--- config.mk ---
export PLATFORM = sky130hd
export DESIGN_NAME = hab_fifo
export DESIGN_NICKNAME = d
export VERILOG_FILES = /design/src/rtl/core/hab_fifo.sv
export SDC_FILE = /design/constraint.sdc
export NUM_CORES = 1
export LEC_CHECK = 0
export BUFFER_PORTS_ARGS = -buffer_cell sky130_fd_sc_hd__buf_2
export CAP_MARGIN = 25
export CORE_MARGIN = 2
export CORE_UTILIZATION = 50
export DETAILED_ROUTE_END_ITERATION = 16
export GPL_ROUTABILITY_DRIVEN = 0
export HOLD_SLACK_MARGIN = 0.1
export PLACE_DENSITY = 0.68
export SYNTH_ARGS = -nofsm -noshare
export SYNTH_HDL_FRONTEND = slang
export SYNTH_SLANG_ARGS = --single-unit
--- constraint.sdc ---
create_clock -name clk -period 5.3 [get_ports clk]
set_input_delay 1.06 -clock clk [delete_from_list [all_inputs] [get_ports clk]]
set_output_delay 1.06 -clock clk [all_outputs]
set_load 0.1 [all_outputs]
--- src/rtl/core/hab_fifo.sv ---
// ----------------------------------------------------------------------------
// hab_fifo
// Small register queue with occupancy count. Caller never pushes when full.
// ----------------------------------------------------------------------------
`default_nettype none

module hab_fifo #(
    parameter int WIDTH = 8,
    parameter int DEPTH = 8
) (
    input  wire logic             clk,
    input  wire logic             rst_n,
    input  wire logic             push,
    input  wire logic [WIDTH-1:0] push_data,
    input  wire logic             pop,
    output logic      [WIDTH-1:0] pop_data,
    output logic [$clog2(DEPTH+1)-1:0] count
);

    localparam int PW = $clog2(DEPTH);
    localparam int CW = $clog2(DEPTH+1);

    logic [WIDTH-1:0] mem_reg [DEPTH];
    logic [PW-1:0]    wr_ptr_reg;
    logic [PW-1:0]    rd_ptr_reg;
    logic [CW-1:0]    count_reg;
    logic             do_pop;

    assign do_pop   = pop && (count_reg != '0);
    assign pop_data = mem_reg[rd_ptr_reg];
    assign count    = count_reg;

    always_ff @(posedge clk)
    begin
        if (push)
        begin
            mem_reg[wr_ptr_reg] <= push_data;
        end
    end

    always_ff @(posedge clk or negedge rst_n)
    begin
        if (!rst_n)
        begin
            wr_ptr_reg <= '0;
            rd_ptr_reg <= '0;
            count_reg  <= '0;
        end
        else
        begin
            if (push)
            begin
                wr_ptr_reg <= (wr_ptr_reg == PW'(DEPTH-1)) ? '0 : wr_ptr_reg + 1'b1;
            end
            if (do_pop)
            begin
                rd_ptr_reg <= (rd_ptr_reg == PW'(DEPTH-1)) ? '0 : rd_ptr_reg + 1'b1;
            end
            if (push && !do_pop)
            begin
                count_reg <= count_reg + 1'b1;
            end
            else if (!push && do_pop)
            begin
                count_reg <= count_reg - 1'b1;
            end
        end
    end

endmodule

`default_nettype wire

==> flow_metrics.py <==
metrics = {
    "status": {
        "status": "finished, final reports clean",
    },
    "logic_synthesis": {
        "synth_top_area_share_pct": 61.4,
        "post-synth-top-area-cell": "edfxtp_1",
        "ys_ff_latch": 74,
        "synth_compound_gate_area_share_pct": 2.80,
        "ys_types": 30,
        "yosys.area_share.simple_pct": 4.04,
        "ys.flop_type": "edfxtp_1",
        "syn_nets": 177,
        "ys_top_cells_by_area": "edfxtp_1, dfrtp_1, mux4_1, mux4_2, mux2_4",
        "synth_enable_flop_cells": 64,
        "syn_inst": 157,
        "synthMuxAreaShare_pct": 18.1,
        "synth_top_family_by_area": "multiplexers",
        "synth-xor-area-share_pct": 0.559,
        "avgSynthCellArea_um2": 19.9,
        "synth_fa_ha_area_share_pct": 3.44,
        "yosysWarnings": 0,
        "synth_area_mm2": 0.00313,
        "yosysSeqAreaShare_pct": 69.4,
        "async_flop_share_pct": 13.5,
    },
    "timing": {
        "relSlewSlack_pct": 37.4,
        "tns_ns": 0,
        "period_minus_slack_ns": 3.24,
        "maxSlewViolCount": 0,
        "finClkSkew_ns": 0.00406,
        "tightest_slew_ns": 0.935,
        "hold_viol": 0,
        "setup_viol": 0,
        "timing.fmax_mhz": 309,
        "rsz0062_at_grt": "false",
        "fin_crit_sh_pct": 61.1,
    },
    "critical_path": {
        "cp-start-kind": "register",
        "regToRegStartpoint": "count[0]$_DFFE_PN0P_",
        "cp.buffers_inverters": 1,
        "rr_endpoint": "count[3]$_DFFE_PN0P_",
        "cp.required_ns": 4.24,
        "rr_worst_depth": 7,
        "cp_max_fo": 18,
        "cp.arrival_ns": 2.18,
        "path_delay_family": "flip-flops",
        "path_cells": "mux4_1 > mux2_4 > buf_2",
        "reg2reg_slack_ns": 2.58,
        "end_kind": "output pin",
        "crit_slowest_cell": "dfrtp_1",
        "worstSetupPathType": "reg -> out",
        "cpPeakStageDelay_ns": 0.86,
    },
    "routing": {
        "post_drt_wl_per_cell_um": 19.5,
        "totalWireLength_mm": 5.22,
        "antenna_left": 0,
        "drc": 0,
        "dr.pass1.iters": 4,
        "drt_iter0_drc": 112,
        "vias_per_cell": 5.58,
        "vias": 1496,
    },
    "final_layout": {
        "fillers": 425,
        "mostFrequentLayoutCell": "edfxtp_1",
        "nets": 208,
        "largest_reg_flops": 64,
        "drive_gt1_share_pct": 31.6,
        "area_growth_syn_to_layout_pct": 12.5,
        "postLayoutCoreUtil_pct": 58.8,
        "antennaDiodeCount": 0,
        "layout_common_cells": "edfxtp_1, buf_2, clkbuf_8, dfrtp_1",
    },
    "cts": {
        "root_buffer": "clkbuf_8",
        "cts_setup_buffers": 0,
        "cts_buffer_depth": 2,
        "cts_resized": 0,
        "htreeDepth": 3,
        "cts_tree": "yes",
        "clk_pin_slew_ns": 0.07,
        "clk-insertion-delay-late_ns": 0.33,
        "ctsHoldBuffers": 0,
        "cts.sinks": 74,
        "numCtsBuffers": 9,
    },
    "die": {
        "die_area_mm2": 0.00691,
        "initial_core_util_pct": 52.3,
        "die_w_um": 83.1,
        "rows": 28,
        "core-area_mm2": 0.00599,
        "dieHeight_um": 83.1,
        "pin_count": 24,
    },
    "job": {
        "cap_violations": 0,
    },
    "global_route": {
        "grt_pass1_wl_mm": 8.45,
        "grt_max_degree": 20,
        "grt_overflow": 0,
        "grtUsageTotal_pct": 16.7,
        "antenna_found_initial": 0,
        "first_global_vias": 1613,
    },
    "worst_hold_path": {
        "holdPathEnd": "wr_ptr_reg[2]$_DFFE_PN0P_",
        "whs_path_depth": 1,
        "min_from": "wr_ptr_reg[2]$_DFFE_PN0P_",
        "hp-class": "reg -> reg",
    },
    "placed_design": {
        "dp_hpwl_mm": 3.42,
        "io_buffer_count": 23,
    },
}
## worst max-delay path by stage
| stage | from | end | slack, ns | cells after the start |
|---|---|---|---|---|
| 2_1_floorplan | count[0]$_DFFE_PN0P_ | count[3]$_DFFE_PN0P_ | 2.36 | 7 |
| 3_3_place_gp | rd_ptr_reg[0]$_DFFE_PN0P_ | pop_data[1] | 2.00 | 3 |
| 3_5_place_dp | rd_ptr_reg[0]$_DFFE_PN0P_ | pop_data[1] | 1.94 | 3 |
| 4_1_cts | rd_ptr_reg[0]$_DFFE_PN0P_ | pop_data[1] | 1.55 | 3 |
| 5_1_grt | rd_ptr_reg[1]$_DFFE_PN0P_ | pop_data[6] | 1.97 | 3 |
| 6_report | rd_ptr_reg[1]$_DFFE_PN0P_ | pop_data[6] | 2.06 | 3 |
## worst register-to-register path: cells and delay by family (launching register included)
kind	cells	cell delay, ns
AOI/OAI and AO/OA	3	0.75
buffers and inverters	1	0.13
adders and majority gates	2	0.70
DFF	1	0.48
and+or+nand+nor	1	0.54
## routing by layer
| layer | up-vias | GRT usage [%] | share of wire [%] |
|---|---|---|---|
| met4 | 0 | 7.15 | 2.0 |
| met1 | 755 | 20.6 | 41 |
| li1 | 702 | - | - |
| met3 | 9 | 4.17 | 4.0 |
| met5 | - | 0 | 0 |
| met2 | 30 | 28.0 | 53 |
## synthesized netlist by cell type (all sizes together) (3+ instances only)
| cell type | n |
|---|---|
| mux4 | 16 |
| nor3 | 4 |
| nor2 | 7 |
| o21ai | 3 |
| edfxtp | 64 |
| ha | 7 |
| buf | 4 |
| nand2b | 3 |
| mux2 | 12 |
| dfrtp | 10 |
| nand2 | 6 |
## metrics by stage
step	cell area, µm²	worst slack, ns	hold slack, ns	cells
after floorplan	3130	2.36	0.524	157
after global placement	3310	2.00	0.549	251
after detailed placement	3310	1.94	0.556	251
after CTS	3500	1.55	0.572	267
after global routing	3520	1.97	0.587	268
final	3520	2.06	0.565	268
## logic make-up (layout without fill, tap and decap cells)
group,after synthesis,in the layout
AO/OA/AOI/OAI,10,10
adder cells (fa/ha/maj),8,8
AND/OR/NAND/NOR,26,26
buffers and inverters,8,44
flip-flops,74,74
multiplexers,29,29
XOR/XNOR,2,2
## final cells by class
class                   instances  area, µm²  share of cell area (%)
inverters                       2       7.51                   0.213
clock inverters                 3       40.0                    1.14
well taps                      75       93.8                    2.66
flip-flops and latches         74       2170                    61.6
multi-input cells              75        905                    25.7
repair buffers                 26        158                    4.47
clock buffers                  13        149                    4.22
Power is left out: the tool's default activity adds up to more than one toggle a clock period on the data nets, which glitch-free logic cannot reach.
