==> config.mk <==
export PLATFORM = sky130hd
export DESIGN_NAME = hab_front
export DESIGN_NICKNAME = d
export VERILOG_FILES = /design/src/rtl/core/hab_pkg.sv /design/src/rtl/core/hab_front.sv
export SDC_FILE = /design/constraint.sdc
export NUM_CORES = 1
export LEC_CHECK = 0
export BUFFER_PORTS_ARGS = -buffer_cell sky130_fd_sc_hd__buf_2
export CAP_MARGIN = 10
export CORE_MARGIN = 4
export CORE_UTILIZATION = 45
export CTS_BUF_LIST = sky130_fd_sc_hd__clkbuf_8
export CTS_CLUSTER_DIAMETER = 60
export DETAILED_ROUTE_END_ITERATION = 6
export PLACE_DENSITY_LB_ADDON = 0.08
export SLEW_MARGIN = 20
export SYNTH_ARGS = -nofsm -noshare
export SYNTH_HDL_FRONTEND = slang
export SYNTH_SLANG_ARGS = --single-unit
==> constraint.sdc <==
create_clock -name clk -period 14.25 [get_ports clk]
set_input_delay 0.7125 -clock clk [delete_from_list [all_inputs] [get_ports clk]]
set_output_delay 0.7125 -clock clk [all_outputs]
set_load 0.01 [all_outputs]
==> src/rtl/core/hab_pkg.sv <==
// ----------------------------------------------------------------------------
// hab_pkg
// Shared types, constants and the arctangent table for the heading block.
// ----------------------------------------------------------------------------
`default_nettype none

package hab_pkg;

    // normalized magnitude sits just below this bit
    localparam int NORM_TOP  = 40;
    // CORDIC datapath width: normalized value plus gain growth and sign
    localparam int CORDIC_W  = 44;
    // binary angle, 2^32 units per full turn
    localparam int ANGLE_W   = 32;
    localparam int HEADING_W = 16;
    localparam int TABLE_LEN = 24;

    localparam logic [ANGLE_W-1:0] HALF_TURN = 32'h8000_0000;

    // normalized difference vector handed from front to back
    typedef struct packed {
        logic signed [CORDIC_W-1:0] x;
        logic signed [CORDIC_W-1:0] y;
        logic                       half;
        logic                       same;
    } norm_item_t;

    // atan(2^-i) as a binary angle
    function automatic logic [ANGLE_W-1:0] atan_entry(input int idx);
        logic [ANGLE_W-1:0] a;
        unique case (idx)
            0:       a = 32'h2000_0000;
            1:       a = 32'h12E4_051E;
            2:       a = 32'h09FB_385B;
            3:       a = 32'h0511_11D4;
            4:       a = 32'h028B_0D43;
            5:       a = 32'h0145_D7E1;
            6:       a = 32'h00A2_F61E;
            7:       a = 32'h0051_7C55;
            8:       a = 32'h0028_BE53;
            9:       a = 32'h0014_5F2F;
            10:      a = 32'h000A_2F98;
            11:      a = 32'h0005_17CC;
            12:      a = 32'h0002_8BE6;
            13:      a = 32'h0001_45F3;
            14:      a = 32'h0000_A2FA;
            15:      a = 32'h0000_517D;
            16:      a = 32'h0000_28BE;
            17:      a = 32'h0000_145F;
            18:      a = 32'h0000_0A30;
            19:      a = 32'h0000_0518;
            20:      a = 32'h0000_028C;
            21:      a = 32'h0000_0146;
            22:      a = 32'h0000_00A3;
            23:      a = 32'h0000_0051;
            default: a = '0;
        endcase
        return a;
    endfunction

endpackage

`default_nettype wire

==> src/rtl/core/hab_front.sv <==
// ----------------------------------------------------------------------------
// hab_front
// Forms the difference vector, flags coincident points, folds the south half
// onto x >= 0 and normalizes the larger magnitude. Three stages, no stall.
// ----------------------------------------------------------------------------
`default_nettype none

module hab_front #(
    parameter int COORD_BITS = 24
) (
    input  wire logic                         clk,
    input  wire logic                         rst_n,
    input  wire logic                         in_valid,
    input  wire logic signed [COORD_BITS-1:0] from_north,
    input  wire logic signed [COORD_BITS-1:0] from_east,
    input  wire logic signed [COORD_BITS-1:0] to_north,
    input  wire logic signed [COORD_BITS-1:0] to_east,
    output logic                              out_valid,
    output hab_pkg::norm_item_t               out_item
);

    import hab_pkg::*;

    localparam int DW = COORD_BITS + 2;

    // stage 0
    logic signed [DW-1:0]       dn;
    logic signed [DW-1:0]       de;
    logic signed [CORDIC_W-1:0] x0_reg, y0_reg;
    logic                       half0_reg, same0_reg, v0_reg;

    // stage 1
    logic [NORM_TOP-1:0]        big1;
    logic [NORM_TOP-1:0]        ay;
    logic [NORM_TOP-1:0]        b1_next;
    logic signed [CORDIC_W-1:0] x1_next, y1_next;
    logic [NORM_TOP-1:0]        b1_reg;
    logic signed [CORDIC_W-1:0] x1_reg, y1_reg;
    logic                       half1_reg, same1_reg, v1_reg;

    // stage 2
    logic [NORM_TOP-1:0]        b2;
    logic signed [CORDIC_W-1:0] x2_next, y2_next;
    norm_item_t                 item_reg;
    logic                       v2_reg;

    assign dn = DW'(to_north) - DW'(from_north);
    assign de = DW'(to_east) - DW'(from_east);

    always_ff @(posedge clk)
    begin
        if (dn < 0)
        begin
            x0_reg    <= CORDIC_W'(-dn);
            y0_reg    <= CORDIC_W'(-de);
            half0_reg <= 1'b1;
        end
        else
        begin
            x0_reg    <= CORDIC_W'(dn);
            y0_reg    <= CORDIC_W'(de);
            half0_reg <= 1'b0;
        end
        same0_reg <= (dn == 0) && (de == 0);
    end

    // coarse shifts by 32, 16 and 8
    always_comb
    begin
        ay      = NORM_TOP'(y0_reg < 0 ? -y0_reg : y0_reg);
        big1    = NORM_TOP'(x0_reg);
        if (ay > big1)
        begin
            big1 = ay;
        end
        b1_next = big1;
        x1_next = x0_reg;
        y1_next = y0_reg;
        if (b1_next[NORM_TOP-1 -: 32] == '0)
        begin
            b1_next = b1_next << 32;
            x1_next = x1_next <<< 32;
            y1_next = y1_next <<< 32;
        end
        if (b1_next[NORM_TOP-1 -: 16] == '0)
        begin
            b1_next = b1_next << 16;
            x1_next = x1_next <<< 16;
            y1_next = y1_next <<< 16;
        end
        if (b1_next[NORM_TOP-1 -: 8] == '0)
        begin
            b1_next = b1_next << 8;
            x1_next = x1_next <<< 8;
            y1_next = y1_next <<< 8;
        end
    end

    always_ff @(posedge clk)
    begin
        b1_reg    <= b1_next;
        x1_reg    <= x1_next;
        y1_reg    <= y1_next;
        half1_reg <= half0_reg;
        same1_reg <= same0_reg;
    end

    // fine shifts by 4, 2 and 1
    always_comb
    begin
        b2      = b1_reg;
        x2_next = x1_reg;
        y2_next = y1_reg;
        if (b2[NORM_TOP-1 -: 4] == '0)
        begin
            b2      = b2 << 4;
            x2_next = x2_next <<< 4;
            y2_next = y2_next <<< 4;
        end
        if (b2[NORM_TOP-1 -: 2] == '0)
        begin
            b2      = b2 << 2;
            x2_next = x2_next <<< 2;
            y2_next = y2_next <<< 2;
        end
        if (!b2[NORM_TOP-1])
        begin
            x2_next = x2_next <<< 1;
            y2_next = y2_next <<< 1;
        end
    end

    always_ff @(posedge clk)
    begin
        item_reg.x    <= x2_next;
        item_reg.y    <= y2_next;
        item_reg.half <= half1_reg;
        item_reg.same <= same1_reg;
    end

    always_ff @(posedge clk or negedge rst_n)
    begin
        if (!rst_n)
        begin
            v0_reg <= 1'b0;
            v1_reg <= 1'b0;
            v2_reg <= 1'b0;
        end
        else
        begin
            v0_reg <= in_valid;
            v1_reg <= v0_reg;
            v2_reg <= v1_reg;
        end
    end

    assign out_valid = v2_reg;
    assign out_item  = item_reg;

endmodule

`default_nettype wire

==> metrics.yaml, run 1 <==
yosys_warnings: 0
critPathKind: "reg2reg"
die_y_um: 205.2
die_w_um: 205.2
antenna_found_initial: 1
p_per_area_nw_per_um2: 202.8
synth_top_area_share_pct: 31.70
grt_pass1_wl_um: 87290
start_kind: "flip-flop"
area_growth_pct: 13.44
drive_gt1_share_pct: 18.78
cpMaxStageDelayCell: "nor3_4"
finalHoldViolations: 0
ctsHtreeMaxLevel: 2
endpoint_kind: "flip-flop"
diodes: 0
final_util_pct: 52.20
rows: 71
synth-async-reset-ratio_pct: 1.071
grt_max_degree: 89
drt-initial-drc-count: 1270
ant_nets: 0
portBuffers: 189
gp_congestion: 1.049
routedWlPerCell_um: 20.95
clkTransAtPathRegs_ns: 0.06
viasPerCell: 5.773
crit_arrival_ns: 8.51
reg2reg_depth: 21
cts_made_buffers: 48
overflow: 0
finalPower_w: 0.004025
yosysUniqueCellTypes: 86
die-area_sq_um: 42100
outcome: "finished with violations"
worst-path-buf-inv: 3
failed_checks: "DRC"
ir_worst_vdd_mv: 0.07688
largest_reg_flops: 90
hp-class: "in2reg"
clock-sinks: 280
cpLargestDelayFamily: "compound AO/OA/AOI/OAI gates"
synth_area_per_cell_sq_um: 8.640
finalNetCount: 2362
cts_tree: "done"
rsz0062_at_grt: "false"
ys_seq_area_share_pct: 32.12
clock_path_buffers: 3
fillers: 3621
setup_violations: 0
cts-root-buf: "clkbuf_8"
critPathRequiredTime_ns: 14.72
vias: 15680
clk_latency_ns: 0.59
grtUsageTotal_pct: 26.06
maxCapViolCount: 0
tightest_slew_ns: 1.050
synth_cells: 2025
fin_skew_ns: 0.01650
core_sq_um: 38020
leakagePower_nw: 8.791
wl_um: 56910
synth_flop_cell: "dfxtp_1"
grt_pass1_vias: 15007
synth_most_common_cell: "dfxtp_1"
synth_seq_cells: 280
path_cells: "inv_1 > ha_1 > or3b_2 > o41ai_1 > o21ai_0 > xnor2_1 > ha_1 > nand2_1 > o21ai_0 > a21oi_1 > nand4_1 > o41ai_1 > or2_2 > o31a_1 > nand2b_1 > buf_4 > a21oi_1 > nor3_4 > buf_4 > o211ai_1 > a32o_1"
worst-path-stages: 21
cts_setup_buffers: 0
synth_edf_count: 0
holdPathStages: 1
dr.pass1.iters: 7
tns_ns: 0
remaining_drc_errors: 1
fmax_ghz: 0.1244
synthTopCellsByArea: "dfxtp_1 32%, mux2i_1 10%, ha_1 6.5%, mux2_2 5.5%, xnor2_1 4.2%"
fin_crit_ns: 8.035
period_share_pct: 56.39
path_max_fanout: 61
synth_top_area_cell: "dfxtp_1"
initial_utilization_pct: 46.01
synth_area_sq_um: 17500
synth_common_cells: "277 x dfxtp_1, 178 x mux2i_1, 128 x inv_1"
ioPinCount: 190
slew_headroom_pct: 29.77
slowest_delay_ns: 0.85
maxSlewViolCount: 0
hpwl_um: 43380
final timing paths:
| path | from | end | slack [ns] |
|---|---|---|---|
| min | in_valid | v0_reg | 0.24 |
| max | y0_reg[0] | y1_reg[38] | 6.21 |
| min reg2reg | same0_reg | same1_reg | 0.33 |
| min in group asynchronous | rst_n | out_valid | 0.47 |
| max in group asynchronous | rst_n | v1_reg | 13.67 |
| max reg2reg | y0_reg[0] | y1_reg[38] | 6.21 |
layout by cell type (no fill, tap or decap), types with 13 or more instances in the layout:
| cell type | Yosys | final |
|---|---|---|
| dfxtp_1 | 277 | 277 |
| buf_2 | 17 | 189 |
| mux2i_1 | 178 | 178 |
| inv_1 | 128 | 144 |
| o21ai_0 | 124 | 124 |
| a21oi_1 | 126 | 124 |
| nor2_1 | 106 | 104 |
| nand2_1 | 98 | 97 |
| ha_1 | 91 | 91 |
| mux2_2 | 86 | 86 |
| xnor2_1 | 84 | 84 |
| nand3_1 | 75 | 75 |
| nor3_1 | 58 | 58 |
| clkbuf_8 | 0 | 54 |
| xor2_1 | 34 | 34 |
| a21o_1 | 31 | 30 |
| nor4_1 | 27 | 26 |
| a31oi_1 | 22 | 22 |
| buf_4 | 1 | 21 |
| nand4_1 | 20 | 20 |
| o22ai_1 | 20 | 20 |
| o31ai_1 | 19 | 19 |
| conb_1 | 1 | 19 |
| and3_1 | 18 | 18 |
| or3_1 | 18 | 17 |
| nor2b_1 | 17 | 17 |
| o211ai_1 | 16 | 16 |
| a211oi_1 | 16 | 16 |
| o21bai_1 | 14 | 14 |
| a22oi_1 | 14 | 14 |
| or2_2 | 13 | 13 |
| nand2b_1 | 13 | 13 |
per-stage QoR:
| step | hold WS, ns | area (sq um) | worst slack, ns | cells |
|---|---|---|---|---|
| after floorplan | 0.3096 | 17560 | 8.670 | 2043 |
| after global placement | 0.3163 | 18810 | 6.420 | 2630 |
| after detailed placement | 0.3121 | 18810 | 6.410 | 2630 |
| after CTS | 0.2037 | 19850 | 6.404 | 2716 |
| after global routing | 0.2188 | 19850 | 5.767 | 2716 |
| final | 0.2419 | 19850 | 6.215 | 2716 |
cell type report:
cell class              instances  area [sq um]  share of cell area (%)
clock buffers                  54         743.2                   3.745
well taps                     511         639.4                   3.221
inverters                     129         484.2                   2.440
clock inverters                31         280.3                   1.412
repair buffers                211          1114                   5.611
flip-flops and latches        280          5620                   28.32
multi-input cells            1500         10970                   55.25
kinds of logic after synthesis:
logic type	share of synthesized area, %
AND/OR/NAND/NOR	15.21
AO/OA/AOI/OAI	18.11
flip-flops	32.12
multiplexers	15.98
buffers and inverters	5.914
XOR/XNOR	5.907
adder cells (fa/ha/maj)	6.737
other	0.02143
power by group:
group / internal (W) / switching (W) / total (W)
logic: 0.000828 / 0.00110 / 0.00193
registers: 0.00108 / 0.000253 / 0.00133
clock network: 0.000441 / 0.000329 / 0.000769
total: 0.00235 / 0.00168 / 0.00403
repair_timing:
action	CTS	global route
endpoints found under the hold margin	3	0
hold buffers	1	0
gates resized for setup	0	0
routing by layer:
metal  part of all wire, %  vias up  GRT usage, %
met5                 0.021        -             0
met4                   2.3        2         6.842
met3                   7.5      101         3.940
met2                    43      601         40.31
met1                    47     7371         38.06
li1                      -     7605             -
Note: power is estimated with default switching activity, not from simulation.
==> inputs of run 2 (changes only) <==
--- a/config.mk
+++ b/config.mk
@@ -5,6 +5,7 @@
 export SDC_FILE = /design/constraint.sdc
 export NUM_CORES = 1
 export LEC_CHECK = 0
+export ABC_AREA = 1
 export BUFFER_PORTS_ARGS = -buffer_cell sky130_fd_sc_hd__buf_2
 export CAP_MARGIN = 10
 export CORE_MARGIN = 4
==> constraint.sdc (replaced) <==
create_clock -name clk -period 8.2 [get_ports clk]
set_input_delay 0.41 -clock clk [delete_from_list [all_inputs] [get_ports clk]]
set_output_delay 0.41 -clock clk [all_outputs]
set_load 0.01 [all_outputs]
==> run 2 against run 1 <==
Compared with the run above: clock power rose by 63%; the run now ends clean; sequential share of layout area decreased by 0.40 points; worst setup slack got worse by 5.0 ns; area after synthesis is 2.0% higher; register-to-register slack worse by 5.0 ns; utilization down 0.48 points.
==> metrics.yaml, run 2 <==
hp-class: "in2async"  # was in2reg
finalHoldViolations: 0  # unchanged
synth_top_area_cell: "dfxtp_1"  # unchanged
cts_setup_buffers: 0  # unchanged
tightest_slew_ns: 1.022  # was 1.050 ns
drt-initial-drc-count: 1201  # was 1,270
hpwl_um: 42710  # was 43,380 um
synth_flop_cell: "dfxtp_1"  # unchanged
synth_area_per_cell_sq_um: 6.681  # was 8.640 sq um
die_y_um: 207.1  # was 205.2 um
ys_seq_area_share_pct: 31.49  # was 32.12%
yosysUniqueCellTypes: 44  # was 86
core_sq_um: 38920  # was 38,020 sq um
grt_max_degree: 96  # was 89
grtUsageTotal_pct: 23.65  # was 26.06%
antenna_found_initial: 1  # unchanged
drive_gt1_share_pct: 12.90  # was 18.78%
critPathRequiredTime_ns: 8.69  # was 14.72 ns
area_growth_pct: 12.80  # was 13.44%
yosys_warnings: 0  # unchanged
worst_r2r_endpoint: "y1_reg[22]"  # was y1_reg[38]
overflow: 0  # unchanged
path_max_fanout: 80  # was 61
hold_slack_ns: 0.1201  # was 0.2419 ns
routedWlPerCell_um: 15.79  # was 20.95 um
grt_pass1_vias: 15749  # was 15,007
fin_skew_ns: 0.04141  # was 0.01650 ns
cts-root-buf: "clkbuf_8"  # unchanged
cpLargestDelayFamily: "simple AND/OR/NAND/NOR gates"  # was compound AO/OA/AOI/OAI gates
maxCapViolCount: 0  # unchanged
vias: 17112  # was 15,680
finalNetCount: 3017  # was 2,362
slowest_delay_ns: 0.87  # was 0.85 ns
leakagePower_nw: 10.60  # was 8.791 nW
ir_worst_vdd_mv: 0.2349  # was 0.07688 mV
maxSlewViolCount: 0  # unchanged
viasPerCell: 5.064  # was 5.773
period_share_pct: 84.67  # was 56.39%
ctsHtreeMaxLevel: 2  # unchanged
initial_utilization_pct: 45.86  # was 46.01%
grt_pass1_wl_um: 84350  # was 87,290 um
synth_top_area_share_pct: 31.07  # was 31.70%
synth_most_common_cell: "nand2_1"  # was dfxtp_1
clock_path_buffers: 3  # unchanged
outcome: "complete, no violations"  # was finished with violations
synth_seq_cells: 280  # unchanged
wl_um: 53350  # was 56,910 um
remaining_drc_errors: 0  # was 1
fin_crit_ns: 6.943  # was 8.035 ns
clk_latency_ns: 0.61  # was 0.59 ns
layout_commonest_cell: "nand2_1"  # was dfxtp_1
reg2reg_slack_ns: 1.26  # was 6.21 ns
final_area_sq_um: 20130  # was 19,850 sq um
worst_path_most_repeated_cell: "nand2_1"
fillers: 4087  # was 3,621
dr.pass1.iters: 5  # was 7
cpMaxStageDelayCell: "dfxtp_1"  # was nor3_4
clock-sinks: 280  # unchanged
die_w_um: 207.1  # was 205.2 um
crit_arrival_ns: 7.43  # was 8.51 ns
rows: 72  # was 71
place_worst_setup_slack_ns: 1.335  # was 6.410 ns
final_cell_count_no_fill: 3379  # was 2,716
fmax_ghz: 0.1440  # was 0.1244 GHz
tns_ns: 0  # unchanged
cts_tree: "done"  # unchanged
slew_headroom_pct: 31.88  # was 29.77%
rsz0062_at_grt: "false"  # unchanged
largest_reg_flops: 90  # unchanged
ioPinCount: 190  # unchanged
diodes: 0  # unchanged
p_per_area_nw_per_um2: 348.6  # was 202.8 nW/um^2
worst-path-buf-inv: 5  # was 3
synth_edf_count: 0  # unchanged
ant_nets: 0  # unchanged
critPathKind: "reg2reg"  # unchanged
clkTransAtPathRegs_ns: 0.07  # was 0.06 ns
synth_area_sq_um: 17850  # was 17,500 sq um
gp_congestion: 0.9600  # was 1.049
synth_cells: 2671  # was 2,025
synthTopCellsByArea: "dfxtp_1 31%, nand2_1 16%, o21ai_0 6.6%, inv_1 6.4%, ha_1 6.4%"  # was dfxtp_1 32%, mux2i_1 10%, ha_1 6.5%, mux2_2 5.5%, xnor2_1 4.2%
start_kind: "flip-flop"  # unchanged
synth_common_cells: "737 x nand2_1, 305 x inv_1, 277 x dfxtp_1"  # was 277 x dfxtp_1, 178 x mux2i_1, 128 x inv_1
dpl_cell_area_sq_um: 19130  # was 18,810 sq um
cts_made_buffers: 47  # was 48
endpoint_kind: "flip-flop"  # unchanged
setup_slack_ns: 1.257  # was 6.215 ns
portBuffers: 189  # unchanged
reg2reg_depth: 33  # was 21
r2r_start: "y0_reg[43]"  # was y0_reg[0]
mostFrequentLayoutCells: "737 x nand2_1, 317 x inv_1, 277 x dfxtp_1"  # was 277 x dfxtp_1, 189 x buf_2, 178 x mux2i_1
die-area_sq_um: 42910  # was 42,100 sq um
setup_violations: 0  # unchanged
synth-async-reset-ratio_pct: 1.071  # unchanged
placed_cells: 3292  # was 2,630
-- run 2: cell types whose count changed after synthesis, sizes merged, moves of 53 or more --
cell   delta
inv     +180
nand3   +111
a21oi    -55
mux2i   -112
mux2     -86
xnor2    -53
o21ai   +115
nor2    +104
nand2   +647
-- run 2: logic make-up after synthesis --
kind of cell / after synthesis / synth area share, %
compound gates: 397 / 12.15
xor+xnor: 107 / 5.251
fa+ha+maj: 93 / 6.604
buf+inv: 433 / 9.774
flops: 280 / 31.49
mux: 66 / 3.702
other cells: 1 / 0.02101
simple gates: 1294 / 31.00
-- run 2: report_power, final --
group / leakage [nW] / internal [W] / switching (W)
Sequential: 2.37 / 0.00189 / 0.000277
Combinational: 7.68 / 0.00127 / 0.00233
Clock: 0.558 / 0.000688 / 0.000561
-- run 2: how the worst max path moves through the flow --
stage	startpoint	endpoint	slack [ns]	cells after the start
final	y0_reg[43]	y1_reg[22]	1.26	33
after global placement	y0_reg[43]	y1_reg[16]	1.38	33
after global routing	y0_reg[43]	y1_reg[22]	0.65	33
after CTS	y0_reg[43]	y1_reg[22]	1.31	33
after floorplan	y0_reg[1]	x1_reg[40]	3.72	40
after detailed placement	y0_reg[43]	y1_reg[22]	1.33	33
-- run 2: layer usage --
layer	up-vias	part of all wire, %	GRT usage [%]	routed length, um
met5	-	0.017	0	9
met4	2	2.9	7.752	1522
met3	69	5.8	3.631	3068
met2	498	44	36.80	23280
met1	7675	48	33.70	25460
li1	8868	-	-	-
-- run 2: layout make-up --
type                    count  area [sq um]  share of cell area [%]
flip-flops and latches    280          5620                   27.92
clock buffers              59         812.0                   4.034
clock inverters            26         172.7                  0.8577
multi-input cells        1976         10570                   52.53
repair buffers            211          1141                   5.668
well taps                 518         648.1                   3.220
inverters                 309          1162                   5.774
-- run 2: repair_timing --
action                    4_1_cts  5_1_grt
hold endpoints to repair        4        0
gates resized for setup         0        0
hold buffers                    2        0
-- run 2: metrics by stage --
stage | power, W | util (%)
after floorplan | 0.004640 | -
after global placement | 0.005751 | 49.14
after detailed placement | 0.005773 | 49.14
after CTS | 0.007050 | 51.73
after global routing | 0.007625 | 51.73
final | 0.007017 | 51.73
